`src/hdl/ltl_pkg.sv`:
```
`default_nettype none
package ltl_pkg;

  // lexer modes
  localparam logic [2:0] MODE_IDLE    = 3'd0;
  localparam logic [2:0] MODE_COMMENT = 3'd1;
  localparam logic [2:0] MODE_NAME    = 3'd2;
  localparam logic [2:0] MODE_ATTR    = 3'd3;
  localparam logic [2:0] MODE_STOPPED = 3'd4;

  // token kinds
  localparam logic [2:0] KIND_NAME  = 3'd0;
  localparam logic [2:0] KIND_ATTR  = 3'd1;
  localparam logic [2:0] KIND_OPEN  = 3'd2;
  localparam logic [2:0] KIND_CLOSE = 3'd3;
  localparam logic [2:0] KIND_EQUAL = 3'd4;
  localparam logic [2:0] KIND_SEMI  = 3'd5;

  // characters
  localparam logic [7:0] CH_NUL     = 8'd0;
  localparam logic [7:0] CH_NL      = 8'd10;
  localparam logic [7:0] CH_HASH    = 8'h23;
  localparam logic [7:0] CH_QUOTE   = 8'h22;
  localparam logic [7:0] CH_LBRACE  = 8'h7B;
  localparam logic [7:0] CH_RBRACE  = 8'h7D;
  localparam logic [7:0] CH_EQUAL   = 8'h3D;
  localparam logic [7:0] CH_SEMI    = 8'h3B;
  localparam logic [7:0] CH_USCORE  = 8'h5F;
  localparam logic [7:0] CH_PRINT_LO = 8'd33;
  localparam logic [7:0] CH_DEL     = 8'd127;

  // queue between front and back
  localparam int Q_DEPTH = 4;
  localparam int Q_IDX_W = $clog2(Q_DEPTH);
  localparam int Q_CNT_W = Q_IDX_W + 1;

  typedef struct packed {
    logic [2:0] token_kind;
    logic       has_char;
    logic [7:0] char_value;
    logic       starts_token;
    logic       ends_token;
    logic       bad_byte;
    logic       open_attribute_at_end;
    logic       last_of_run;
  } result_t;

  // one queue entry holds all results of one input transaction
  typedef struct packed {
    logic    two;
    result_t r0;
    result_t r1;
  } q_entry_t;

  typedef struct packed {
    logic full;
    logic empty;
  } q_stat_t;

endpackage
`default_nettype wire

```
`src/hdl/ltl_ifs.sv`:
```
`default_nettype none
interface ltl_in_if;
  logic       valid;
  logic       ready;
  logic [7:0] text_byte;
  logic       end_of_input;

  modport source (output valid, text_byte, end_of_input, input ready);
  modport sink   (input valid, text_byte, end_of_input, output ready);
endinterface

interface ltl_out_if;
  logic       valid;
  logic       ready;
  logic [2:0] token_kind;
  logic       has_char;
  logic [7:0] char_value;
  logic       starts_token;
  logic       ends_token;
  logic       bad_byte;
  logic       open_attribute_at_end;
  logic       last_of_run;

  modport source (output valid, token_kind, has_char, char_value, starts_token,
                  ends_token, bad_byte, open_attribute_at_end, last_of_run,
                  input ready);
  modport sink   (input valid, token_kind, has_char, char_value, starts_token,
                  ends_token, bad_byte, open_attribute_at_end, last_of_run,
                  output ready);
endinterface
`default_nettype wire

```
`src/hdl/ltl_front.sv`:
```
`default_nettype none
module ltl_front
  import ltl_pkg::*;
(
  input  wire logic   clk,
  input  wire logic   rst_n,
  ltl_in_if.sink      in_ch,
  input  wire q_stat_t q_stat,
  output logic        q_push,
  output q_entry_t    q_entry
);

  logic [2:0] mode_r, mode_nxt;
  logic       accept;
  logic       v0, v1;
  result_t    r0, r1;

  function automatic logic is_name_byte(input logic [7:0] c);
    return (c >= 8'h61 && c <= 8'h7A) || (c >= 8'h41 && c <= 8'h5A) ||
           (c >= 8'h30 && c <= 8'h39) || (c == CH_USCORE);
  endfunction

  // byte lexed from idle: result flag, result, mode after
  typedef struct packed {
    logic       v;
    result_t    r;
    logic [2:0] mode;
  } idle_lex_t;

  function automatic idle_lex_t lex_idle(input logic [7:0] c);
    idle_lex_t o;
    o      = '0;
    o.mode = MODE_IDLE;
    if (c == CH_NL || (c != CH_NUL && (c < CH_PRINT_LO || c > CH_DEL))) begin
      o.v = 1'b0;
    end else if (c == CH_HASH) begin
      o.mode = MODE_COMMENT;
    end else if (is_name_byte(c)) begin
      o.v = 1'b1; o.mode = MODE_NAME;
      o.r.token_kind = KIND_NAME; o.r.has_char = 1'b1;
      o.r.char_value = c; o.r.starts_token = 1'b1;
    end else if (c == CH_QUOTE) begin
      o.v = 1'b1; o.mode = MODE_ATTR;
      o.r.token_kind = KIND_ATTR; o.r.has_char = 1'b1;
      o.r.char_value = c; o.r.starts_token = 1'b1;
    end else if (c == CH_LBRACE || c == CH_RBRACE || c == CH_EQUAL || c == CH_SEMI) begin
      o.v = 1'b1;
      o.r.token_kind = (c == CH_LBRACE) ? KIND_OPEN  :
                       (c == CH_RBRACE) ? KIND_CLOSE :
                       (c == CH_EQUAL)  ? KIND_EQUAL : KIND_SEMI;
      o.r.has_char = 1'b1; o.r.char_value = c;
      o.r.starts_token = 1'b1; o.r.ends_token = 1'b1;
    end else begin
      o.v = 1'b1; o.mode = MODE_STOPPED;
      o.r.bad_byte = 1'b1;
    end
    return o;
  endfunction

  idle_lex_t idl;

  assign in_ch.ready = !q_stat.full;
  assign accept      = in_ch.valid && in_ch.ready;
  assign idl         = lex_idle(in_ch.text_byte);

  always_comb begin
    v0 = 1'b0; v1 = 1'b0;
    r0 = '0;   r1 = '0;
    mode_nxt = mode_r;
    if (mode_r == MODE_STOPPED) begin
      mode_nxt = MODE_STOPPED;
    end else if (in_ch.end_of_input) begin
      if (mode_r == MODE_NAME) begin
        v0 = 1'b1; r0.token_kind = KIND_NAME; r0.ends_token = 1'b1;
      end else if (mode_r == MODE_ATTR) begin
        v0 = 1'b1; r0.token_kind = KIND_ATTR; r0.open_attribute_at_end = 1'b1;
      end
      mode_nxt = MODE_IDLE;
    end else begin
      unique case (mode_r)
        MODE_COMMENT: begin
          if (in_ch.text_byte == CH_NL) mode_nxt = MODE_IDLE;
        end
        MODE_NAME: begin
          v0 = 1'b1;
          r0.token_kind = KIND_NAME;
          if (is_name_byte(in_ch.text_byte)) begin
            r0.has_char = 1'b1; r0.char_value = in_ch.text_byte;
          end else begin
            // end marker, then the terminating byte lexed from idle
            r0.ends_token = 1'b1;
            v1 = idl.v; r1 = idl.r; mode_nxt = idl.mode;
          end
        end
        MODE_ATTR: begin
          v0 = 1'b1;
          r0.token_kind = KIND_ATTR; r0.has_char = 1'b1;
          r0.char_value = in_ch.text_byte;
          if (in_ch.text_byte == CH_QUOTE) begin
            r0.ends_token = 1'b1; mode_nxt = MODE_IDLE;
          end
        end
        default: begin
          v0 = idl.v; r0 = idl.r; mode_nxt = idl.mode;
        end
      endcase
    end
    if (v1) r1.last_of_run = 1'b1;
    else    r0.last_of_run = 1'b1;
  end

  assign q_push     = accept && v0;
  assign q_entry.two = v1;
  assign q_entry.r0  = r0;
  assign q_entry.r1  = r1;

  always_ff @(posedge clk) begin
    if (!rst_n) begin
      mode_r <= MODE_IDLE;
    end else if (accept) begin
      mode_r <= mode_nxt;
    end
  end

  a_stop_sticks: assert property (@(posedge clk) disable iff (!rst_n)
    (mode_r == MODE_STOPPED) |=> (mode_r == MODE_STOPPED))
    else $error("stopped lexer left stopped mode");

  a_two_needs_first: assert property (@(posedge clk) disable iff (!rst_n)
    (accept && v1) |-> (v0 && r0.ends_token && r0.token_kind == KIND_NAME))
    else $error("second result without name end marker");

endmodule
`default_nettype wire

```
`src/hdl/ltl_queue.sv`:
```
`default_nettype none
module ltl_queue
  import ltl_pkg::*;
(
  input  wire logic     clk,
  input  wire logic     rst_n,
  input  wire logic     push,
  input  wire q_entry_t push_entry,
  input  wire logic     pop,
  output q_entry_t      head,
  output q_stat_t       stat
);

  q_entry_t             mem [Q_DEPTH];
  logic [Q_IDX_W-1:0]   wr_ptr_r, rd_ptr_r;
  logic [Q_CNT_W-1:0]   count_r, count_nxt;
  logic                 do_push, do_pop;

  assign stat.full  = (count_r == Q_CNT_W'(Q_DEPTH));
  assign stat.empty = (count_r == '0);
  assign do_push    = push && !stat.full;
  assign do_pop     = pop && !stat.empty;
  assign head       = mem[rd_ptr_r];

  always_comb begin
    count_nxt = count_r;
    if (do_push && !do_pop)      count_nxt = count_r + 1'b1;
    else if (do_pop && !do_push) count_nxt = count_r - 1'b1;
  end

  always_ff @(posedge clk) begin
    if (do_push) mem[wr_ptr_r] <= push_entry;
  end

  always_ff @(posedge clk) begin
    if (!rst_n) begin
      wr_ptr_r <= '0;
      rd_ptr_r <= '0;
      count_r  <= '0;
    end else begin
      if (do_push) wr_ptr_r <= wr_ptr_r + 1'b1;
      if (do_pop)  rd_ptr_r <= rd_ptr_r + 1'b1;
      count_r <= count_nxt;
    end
  end

  a_no_overflow: assert property (@(posedge clk) disable iff (!rst_n)
    push |-> !stat.full)
    else $error("queue written while full");

  a_count_bound: assert property (@(posedge clk) disable iff (!rst_n)
    count_r <= Q_CNT_W'(Q_DEPTH))
    else $error("queue count out of range");

endmodule
`default_nettype wire

```
`src/hdl/ltl_back.sv`:
```
`default_nettype none
module ltl_back
  import ltl_pkg::*;
(
  input  wire logic     clk,
  input  wire logic     rst_n,
  input  wire q_entry_t head,
  input  wire q_stat_t  q_stat,
  output logic          pop,
  ltl_out_if.source     out_ch
);

  result_t out_r, hold_r;
  logic    out_valid_r, hold_valid_r;
  logic    load;

  // output register may take a new result when empty or being drained
  assign load = !out_valid_r || out_ch.ready;
  assign pop  = load && !hold_valid_r && !q_stat.empty;

  always_ff @(posedge clk) begin
    if (!rst_n) begin
      out_valid_r  <= 1'b0;
      hold_valid_r <= 1'b0;
    end else if (load) begin
      if (hold_valid_r) begin
        out_valid_r  <= 1'b1;
        hold_valid_r <= 1'b0;
      end else begin
        out_valid_r  <= !q_stat.empty;
        hold_valid_r <= !q_stat.empty && head.two;
      end
    end
  end

  always_ff @(posedge clk) begin
    if (load) begin
      if (hold_valid_r) begin
        out_r <= hold_r;
      end else begin
        out_r  <= head.r0;
        hold_r <= head.r1;
      end
    end
  end

  assign out_ch.valid                 = out_valid_r;
  assign out_ch.token_kind            = out_r.token_kind;
  assign out_ch.has_char              = out_r.has_char;
  assign out_ch.char_value            = out_r.char_value;
  assign out_ch.starts_token          = out_r.starts_token;
  assign out_ch.ends_token            = out_r.ends_token;
  assign out_ch.bad_byte              = out_r.bad_byte;
  assign out_ch.open_attribute_at_end = out_r.open_attribute_at_end;
  assign out_ch.last_of_run           = out_r.last_of_run;

  a_hold_behind_out: assert property (@(posedge clk) disable iff (!rst_n)
    hold_valid_r |-> (out_valid_r && !out_r.last_of_run))
    else $error("held second result without a pending first");

endmodule
`default_nettype wire

```
`src/hdl/map_text_token_lexer.sv`:
```
// Map text token lexer.
// in_ch  : one transaction per byte of map text (text_byte), or an end of
//          text marker (end_of_input set, byte ignored). valid/ready handshake.
// out_ch : token results, one per transaction; last_of_run marks the final
//          result caused by one input transaction. An input gives 0, 1 or 2.
// Structure: a front end classifies each byte and keeps the lexer mode, a
// four-entry queue holds the results per input, and a back end feeds them
// through a registered output with a one-result hold for the second result.
// Path: results of an accepted input go into the queue, then from its head
// into the output register, which holds them until the receiver takes them.
// Throughput: one input per cycle while the queue has room; the output moves
// one result per cycle while the receiver is ready, so a name ended by a
// token byte gives two output results.
// Receiver stall: the output register holds its result; the queue fills,
// and in_ch.ready falls once all four entries are in use.
// Reset (rst_n low, synchronous): queue and output emptied, lexer idle.
// A bad byte stops the lexer; later input is taken and yields nothing until
// reset.
`default_nettype none
module map_text_token_lexer
  import ltl_pkg::*;
(
  input  wire logic clk,
  input  wire logic rst_n,
  ltl_in_if.sink    in_ch,
  ltl_out_if.source out_ch
);

  q_entry_t push_entry, head;
  q_stat_t  q_stat;
  logic     push, pop;

  // front: classification and mode register
  ltl_front u_front (
    .clk     (clk),
    .rst_n   (rst_n),
    .in_ch   (in_ch),
    .q_stat  (q_stat),
    .q_push  (push),
    .q_entry (push_entry)
  );

  // decoupling queue, one entry per input transaction with results
  ltl_queue u_queue (
    .clk        (clk),
    .rst_n      (rst_n),
    .push       (push),
    .push_entry (push_entry),
    .pop        (pop),
    .head       (head),
    .stat       (q_stat)
  );

  // back: splits entries into single result transactions
  ltl_back u_back (
    .clk    (clk),
    .rst_n  (rst_n),
    .head   (head),
    .q_stat (q_stat),
    .pop    (pop),
    .out_ch (out_ch)
  );

endmodule
`default_nettype wire
```
`src/flat_wrapper.sv`:
```
// flat-port wrapper written by rule: the top's interface ports become plain ports
module map_text_token_lexer_flat import ltl_pkg::*;
  (clk, rst_n, in_ch_valid, in_ch_text_byte, in_ch_end_of_input, in_ch_ready, out_ch_valid, out_ch_token_kind, out_ch_has_char, out_ch_char_value, out_ch_starts_token, out_ch_ends_token, out_ch_bad_byte, out_ch_open_attribute_at_end, out_ch_last_of_run, out_ch_ready);
  ltl_in_if in_ch_i ();
  ltl_out_if out_ch_i ();
  input  wire logic clk;
  input  wire logic rst_n;
  input wire logic [$bits(in_ch_i.valid)-1:0] in_ch_valid;
  input wire logic [$bits(in_ch_i.text_byte)-1:0] in_ch_text_byte;
  input wire logic [$bits(in_ch_i.end_of_input)-1:0] in_ch_end_of_input;
  output wire logic [$bits(in_ch_i.ready)-1:0] in_ch_ready;
  output wire logic [$bits(out_ch_i.valid)-1:0] out_ch_valid;
  output wire logic [$bits(out_ch_i.token_kind)-1:0] out_ch_token_kind;
  output wire logic [$bits(out_ch_i.has_char)-1:0] out_ch_has_char;
  output wire logic [$bits(out_ch_i.char_value)-1:0] out_ch_char_value;
  output wire logic [$bits(out_ch_i.starts_token)-1:0] out_ch_starts_token;
  output wire logic [$bits(out_ch_i.ends_token)-1:0] out_ch_ends_token;
  output wire logic [$bits(out_ch_i.bad_byte)-1:0] out_ch_bad_byte;
  output wire logic [$bits(out_ch_i.open_attribute_at_end)-1:0] out_ch_open_attribute_at_end;
  output wire logic [$bits(out_ch_i.last_of_run)-1:0] out_ch_last_of_run;
  input wire logic [$bits(out_ch_i.ready)-1:0] out_ch_ready;
  assign in_ch_i.valid = in_ch_valid;
  assign in_ch_i.text_byte = in_ch_text_byte;
  assign in_ch_i.end_of_input = in_ch_end_of_input;
  assign in_ch_ready = in_ch_i.ready;
  assign out_ch_valid = out_ch_i.valid;
  assign out_ch_token_kind = out_ch_i.token_kind;
  assign out_ch_has_char = out_ch_i.has_char;
  assign out_ch_char_value = out_ch_i.char_value;
  assign out_ch_starts_token = out_ch_i.starts_token;
  assign out_ch_ends_token = out_ch_i.ends_token;
  assign out_ch_bad_byte = out_ch_i.bad_byte;
  assign out_ch_open_attribute_at_end = out_ch_i.open_attribute_at_end;
  assign out_ch_last_of_run = out_ch_i.last_of_run;
  assign out_ch_i.ready = out_ch_ready;
  map_text_token_lexer u_core (.clk(clk), .rst_n(rst_n), .in_ch(in_ch_i), .out_ch(out_ch_i));
endmodule
```
`config.mk`:
```
export PLATFORM = sky130hd
export DESIGN_NAME = map_text_token_lexer_flat
export DESIGN_NICKNAME = d
export VERILOG_FILES = /design/src/hdl/ltl_pkg.sv /design/src/hdl/ltl_ifs.sv /design/src/hdl/ltl_front.sv /design/src/hdl/ltl_queue.sv /design/src/hdl/ltl_back.sv /design/src/hdl/map_text_token_lexer.sv /design/src/flat_wrapper.sv
export SDC_FILE = /design/constraint.sdc
export NUM_CORES = 1
export LEC_CHECK = 0
export ABC_CLOCK_PERIOD_IN_PS = 10500
export BUFFER_PORTS_ARGS = -buffer_cell sky130_fd_sc_hd__clkbuf_2
export CORE_ASPECT_RATIO = 0.75
export CORE_MARGIN = 1.5
export CORE_UTILIZATION = 35
export CTS_CLUSTER_SIZE = 28
export DETAILED_ROUTE_END_ITERATION = 6
export PLACE_DENSITY_LB_ADDON = 0.1
export SYNTH_ARGS = -nofsm -noshare
export SYNTH_HDL_FRONTEND = slang
export SYNTH_SLANG_ARGS = --single-unit
```
`constraint.sdc`:
```
create_clock -name clk -period 10.5 [get_ports clk]
set_clock_uncertainty 0.2 [all_clocks]
set_input_delay 2.625 -clock clk [delete_from_list [all_inputs] [get_ports clk]]
set_output_delay 2.625 -clock clk [all_outputs]
set_load 0.03 [all_outputs]
```
After elaboration in Yosys (flattened, before gate mapping)
Memories as Yosys holds them, arrays and structs flattened. A register that Yosys moved wholly into a read port is not among the register bits.
Index checks and enable logic that the tools add are counted.
Cells by class
  add/sub/neg operators: 4
  $lt $le $gt $ge: 8
  eq/ne operators: 16
  multiplexer cells: 69
  bitwise gates (word level): 1
  reduce and logical (&&, ||, !) cells: 35
Operator list (number)
  17-bit two-way mux: 6
  14-bit two-way mux: 5
  3-bit two-way mux: 16
  12-bit case mux with 3 select lines: 1
  8-bit by 6-bit equality test with 1-bit output (second input constant): 4
  1-bit two-way mux: 28
  13-bit two-way mux: 2
  8-bit by 7-bit equality test with 1-bit output (second input constant): 3
  8-bit by 7-bit >= comparator with 1-bit output (second input constant): 2
  8-bit by 7-bit <= comparator with 1-bit output (second input constant): 2
  16-bit two-way mux: 1
  15-bit two-way mux: 1
  1-bit logical AND: 13
  4-bit inequality test (second input constant): 3
  10-bit two-way mux: 1
  1-bit logical OR: 9
  9-bit two-way mux: 1
  3-bit case mux with 3 select lines: 1
  8-bit by 4-bit equality test with 1-bit output (second input constant): 1
  8-bit by 6-bit >= comparator with 1-bit output (second input constant): 1
  8-bit by 7-bit greater-than comparator with 1-bit output (second input constant): 1
  8-bit by 6-bit <= comparator with 1-bit output (second input constant): 1
  8-bit by 6-bit less-than comparator with 1-bit output (second input constant): 1
  2-bit two-way mux: 4
  17 further kinds: 25
Word-level totals
  bits in registers: 46
  memory bits (writable): 140
  bits of input ports: 13
  output and inout bits: 19
  logic and storage cells: 156
  memories: 1
Memory list
  u_core.u_queue.mem: words 4, width 35, rd ports 1, clocked after Yosys merged registers in 1, write ports 1, line ltl_queue.sv:14  | q_entry_t mem [Q_DEPTH];

Depth between registers and ports, before layout
  depth in word-level cells: 22
  gate-level depth with buffers: 13
  mapped depth without buffers: 11

Hierarchy
A second synthesis with hierarchy kept.
Unflattened totals
  cell total of the unflattened synthesis: 434
  area total of the unflattened synthesis: 7832.5 sq um
By module, submodules not included
  ltl_queue: instances 1, cells each 231, area each 5591.6 sq um, seq. area each 4384.2 sq um
  ltl_back: instances 1, cells each 64, area each 1337.5 sq um, seq. area each 1061.0 sq um
  ltl_front: instances 1, cells each 139, area each 903.4 sq um, seq. area each 60.1 sq um

Worst setup path before layout
OpenSTA, ideal clock, no wires.
  kind: input -> register
  from: in in_ch_text_byte[2]
  to: reg u_core.u_queue.count_r[2]
  library setup time: 71 ps
  arrival: 5300 ps
  required time: 10229 ps
  path slack: 4929 ps
  stages: 13
  buffers on the path: 2
  cell sequence: buf_6 > or4_4 > nor3_1 > o311ai_4 > o31ai_1 > o21ba_1 > buf_6 > ha_1 > inv_1 > fa_1 > xor2_1 > or3_1 > a21oi_1
Between the ends
  cells in the longest elaborated chain, start to end: 13
  elaborated cells on any way between the ends: 20
  classes of those cells: order compare (2); eq/ne (2); mux (6); reduce/logical (10)
RTL lines
  start: declaration: line flat_wrapper.sv:9  | input wire logic [$bits(in_ch_i.text_byte)-1:0] in_ch_text_byte;
  8-bit by 6-bit less-than comparator with 1-bit output or 8-bit by 7-bit greater-than comparator with 1-bit output (tied branches): line ltl_front.sv:34  | if (c == CH_NL || (c != CH_NUL && (c < CH_PRINT_LO || c > CH_DEL))) begin
  1-bit logical OR: line ltl_front.sv:34
  1-bit logical AND: line ltl_front.sv:34
  1-bit logical OR: line ltl_front.sv:34
  1-bit two-way mux *: line ltl_front.sv:34
  1-bit case mux with 2 select lines *: line ltl_front.sv:80  | unique case (mode_r)
  1-bit two-way mux *: line ltl_front.sv:72  | end else if (in_ch.end_of_input) begin
  1-bit two-way mux *: line ltl_front.sv:70  | if (mode_r == MODE_STOPPED) begin
  1-bit logical AND *: line ltl_front.sv:112  | assign q_push = accept && v0;
  1-bit logical AND *: line ltl_queue.sv:21  | assign do_push = push && !stat.full;
  via u_core.u_queue.do_push: line ltl_queue.sv:17  | logic do_push, do_pop;
  1-bit logical NOT: line ltl_queue.sv:28  | else if (do_pop && !do_push) count_nxt = count_r - 1'b1;
  1-bit logical AND: line ltl_queue.sv:28
  2-bit nonzero test (no line)
  end signal: assignment: line ltl_queue.sv:43  | count_r <= count_nxt;
  end: declaration: line ltl_queue.sv:16  | logic [Q_CNT_W-1:0] count_r, count_nxt;
The timed path passes the listed nets; every way through them passes the cells marked *.
A chain may end at the register's enable or synchronous reset.

Worst setup path after layout
  from: in in_ch_text_byte[1]
  to: mem u_core.u_queue.mem[1][3] (netlist bit) (enable)
Between the ends
  cells in the longest elaborated chain, start to end: 12
  elaborated cells on any way between the ends: 17
  classes of those cells: order compare (2); eq/ne (2); mux (7); reduce/logical (6)
RTL lines
  8-bit by 6-bit less-than comparator with 1-bit output or 8-bit by 7-bit greater-than comparator with 1-bit output (tied branches): line ltl_front.sv:34
  1-bit logical OR: line ltl_front.sv:34
  1-bit logical AND: line ltl_front.sv:34
  1-bit logical OR: line ltl_front.sv:34
  1-bit two-way mux *: line ltl_front.sv:34
  1-bit case mux with 2 select lines *: line ltl_front.sv:80
  1-bit two-way mux *: line ltl_front.sv:72
  1-bit two-way mux *: line ltl_front.sv:70
  1-bit logical AND *: line ltl_front.sv:112
  1-bit logical AND *: line ltl_queue.sv:21
  1-bit two-way mux *: line ltl_queue.sv:32  | if (do_push) mem[wr_ptr_r] <= push_entry;
  1-bit two-way mux (implied by the code) *: line ltl_queue.sv:32
  end: declaration: line ltl_queue.sv:14
Every way passes the cells marked *; elsewhere a longest branch is shown, timed or not.

==> run_results.csv <==
group,metric,value,unit
global_routing,track_usage,14.7,%
setup_path,path_max_fanout,20,
global_routing,grt_pass1_vias,3745,
timing,fin_crit_sh,53.7,%
clocking,clock_tree.root_cell,"clkbuf_16",
drt,viasPerCell,5.03,
placement,place_inst,677,
final_layout,layout-drive-gt1-share,27.4,%
final_layout,antennaDiodeCount,0,
timing,finalSetupViolCount,0,
drt,wl_per_cell,20.5,um
clocking,cts_buffer_depth,2,
drt,drtIter0Drc,159,
placement,port_buffers,31,
final_layout,syn2layout_area_growth,14.9,%
global_routing,gr-total-overflow,0,
pwr,p_per_area,241,nW/um^2
synthesis,synth_top_flop_cell,"edfxtp_1",
min_path,min_path_cells,2,
die,num_io_pins,32,
pwr,leakage,2.79,nW
job,max_cap_viol_count,0,
setup_path,r2r_start,"u_core.u_front.mode_r[2]",
clocking,path_clk_slew,0.07,ns
clocking,htree_levels,4,
setup_path,start_kind,"input pin",
die,start_util,36.1,%
setup_path,critPathKind,"in -> reg",
timing,layout_min_cycle_time,5.64,ns
timing,report.final.slew_viol_count,0,
drt,postRouteAntennaNets,0,
min_path,hp-class,"reg -> reg",
timing,hold_viol_final,0,
synthesis,ys_ff_latch,174,
synthesis,seq_area_frac_synth,71.8,%
setup_path,critPathCaptureType,"flip-flop",
synthesis,synthArstFlopShare,0,%
setup_path,cp.arrival,5.53,ns
clocking,cts_resized,0,
die,die_y,126,um
clocking,cts_setup_buffers,0,
setup_path,required,10.39,ns
placement,place_area,7520,um^2
min_path,min_from,"u_core.u_queue.wr_ptr_r[1]",
synthesis,ys_types,55,
final_layout,final_common_cell,"edfxtp_1",
die,dieArea,21100,um^2
placement,place_congestion,0.797,
drt,drt_first_pass_iters,4,
timing,setup_tns,0,ns
clocking,numCtsBuffers,17,
drt,vias,3567,
timing,fmax,177,MHz
final_layout,n_fill_cell,1757,
synthesis,synth_cells,404,
pwr,ir_drop,0.0000921,V
synthesis,avgSynthCellArea,17.5,um^2
die,core.rowCount,44,
timing,max_slew.worst_pin.slew,0.975,ns
timing,rsz0062_at_grt,"no",
run_status,status,"finished, final reports clean",
global_routing,grt_pass1_wl,22400,um
setup_path,r2r_cells,5,
synthesis,syn_area,7080,um^2
global_routing,antenna_found_initial,0,
final_layout,final_area,8130,um^2
placement,dp_hpwl,8980,um
final_layout,layout_common_cells,"edfxtp_1 (160), mux4_2 (32), clkbuf_2 (31)",
clocking,insertion_delay,0.42,ns
global_routing,grt_max_degree,33,
die,coreArea,19600,um^2
clocking,cts_sinks,174,
setup_path,startpoint,"in_ch_text_byte[1]",
drt,route.detailed.drc,0,
final_layout,final_nets,462,
synthesis,yosysWarningCount,0,
synthesis,synth_edf_count,160,
final_layout,fin_cells,709,
clocking,holdBufCountCts,0,
drt,routed_wl,14500,um
die,die_w,167,um
timing,relSlewSlack,35.0,%
clocking,cts_tree,"yes",
-- registers in the layout, summed over array words and instances (netlist names), 2 cells and up, named ones only --
name                             flops
u_core.u_front.mode_r                3
u_core.u_queue.count_r               3
u_core.u_queue.mem                 128
u_core.u_back.out_ch.token_kind      3
u_core.u_queue.wr_ptr_r              2
u_core.u_back.out_ch.char_value      8
u_core.u_back.hold_r                15
u_core.u_queue.rd_ptr_r              2
-- where the power goes --
group,internal (W),total (W),switching (W)
logic,0.000159,0.000409,0.000250
clock network,0.000380,0.000656,0.000276
registers,0.000866,0.000894,0.0000287
total,0.00140,0.00196,0.000555
-- metal layers --
metal / global-route usage [%] / part of all wire, %
met2: 23.7 / 48
met1: 19.8 / 48
met4: 4.29 / 1.0
met5: 0 / 0
met3: 3.65 / 3.6
-- layout make-up --
cell class                 count  area [um^2]  share of cell area (%)
timing repair buffer          39          215                    2.65
inverter                      12         45.0                   0.554
multi-input combinational    199         1860                    22.9
clock inverter                14          180                    2.22
sequential                   174         5090                    62.5
tap                          253          317                    3.89
clock buffer                  18          429                    5.28
-- cell usage after synthesis, types with 3 or more instances --
cell type	number	share of area, %
edfxtp_1	160	68
mux4_2	32	10
nor2_1	27	1.4
nand2_1	18	0.95
clkbuf_1	14	0.74
dfxtp_1	14	4.0
mux2_2	14	2.2
and2_1	12	1.1
inv_1	12	0.64
nor3_1	10	0.71
o21ai_0	9	0.64
a21oi_1	6	0.42
ha_1	5	0.88
nor2b_1	5	0.44
nand2b_1	4	0.35
xor2_1	4	0.49
buf_1	3	0.16
buf_2	3	0.21
mux2i_1	3	0.42
-- critical path: stages --
cell	delay, ns
clkbuf_2	0.17
or4_4	0.57
nor3_1	0.29
o311ai_4	0.19
o31ai_1	0.28
o21ba_1	0.30
and2_1	0.64
buf_4	0.45
-- cells by family (layout without fill, tap and decap cells) --
logic type	count (synthesis)	after routing	synth area share, %
and+or+nand+nor	93	93	6.86
DFF	174	174	71.8
buffers and inverters	34	83	2.07
other	1	4	0.0530
muxes	49	49	12.8
AOI/OAI and AO/OA	41	41	4.45
xor gates and xnor gates	6	6	0.742
adders and majority gates	6	6	1.17
-- path summary, 6_finish.rpt --
path	slack (ns)	endpoint
setup / recovery	4.86	u_core.u_queue.mem[1][3]
hold / removal	0.30	u_core.u_queue.wr_ptr_r[1]
setup reg to reg	7.61	u_core.u_queue.mem[1][3]
hold reg to reg	0.30	u_core.u_queue.wr_ptr_r[1]
-- stage by stage --
stage               worst slack (ns)  hold slack [ns]  utilization, %  power (W)
floorplan                       4.93            0.268               -    0.00121
global placement                4.44            0.285            38.4    0.00133
detailed placement              4.36            0.298            38.4    0.00133
CTS                             4.83            0.308            41.5    0.00199
global route                    4.68            0.332            41.5    0.00205
finish                          4.86            0.304            41.5    0.00196
No activity file was read; power rests on OpenSTA's default activity.
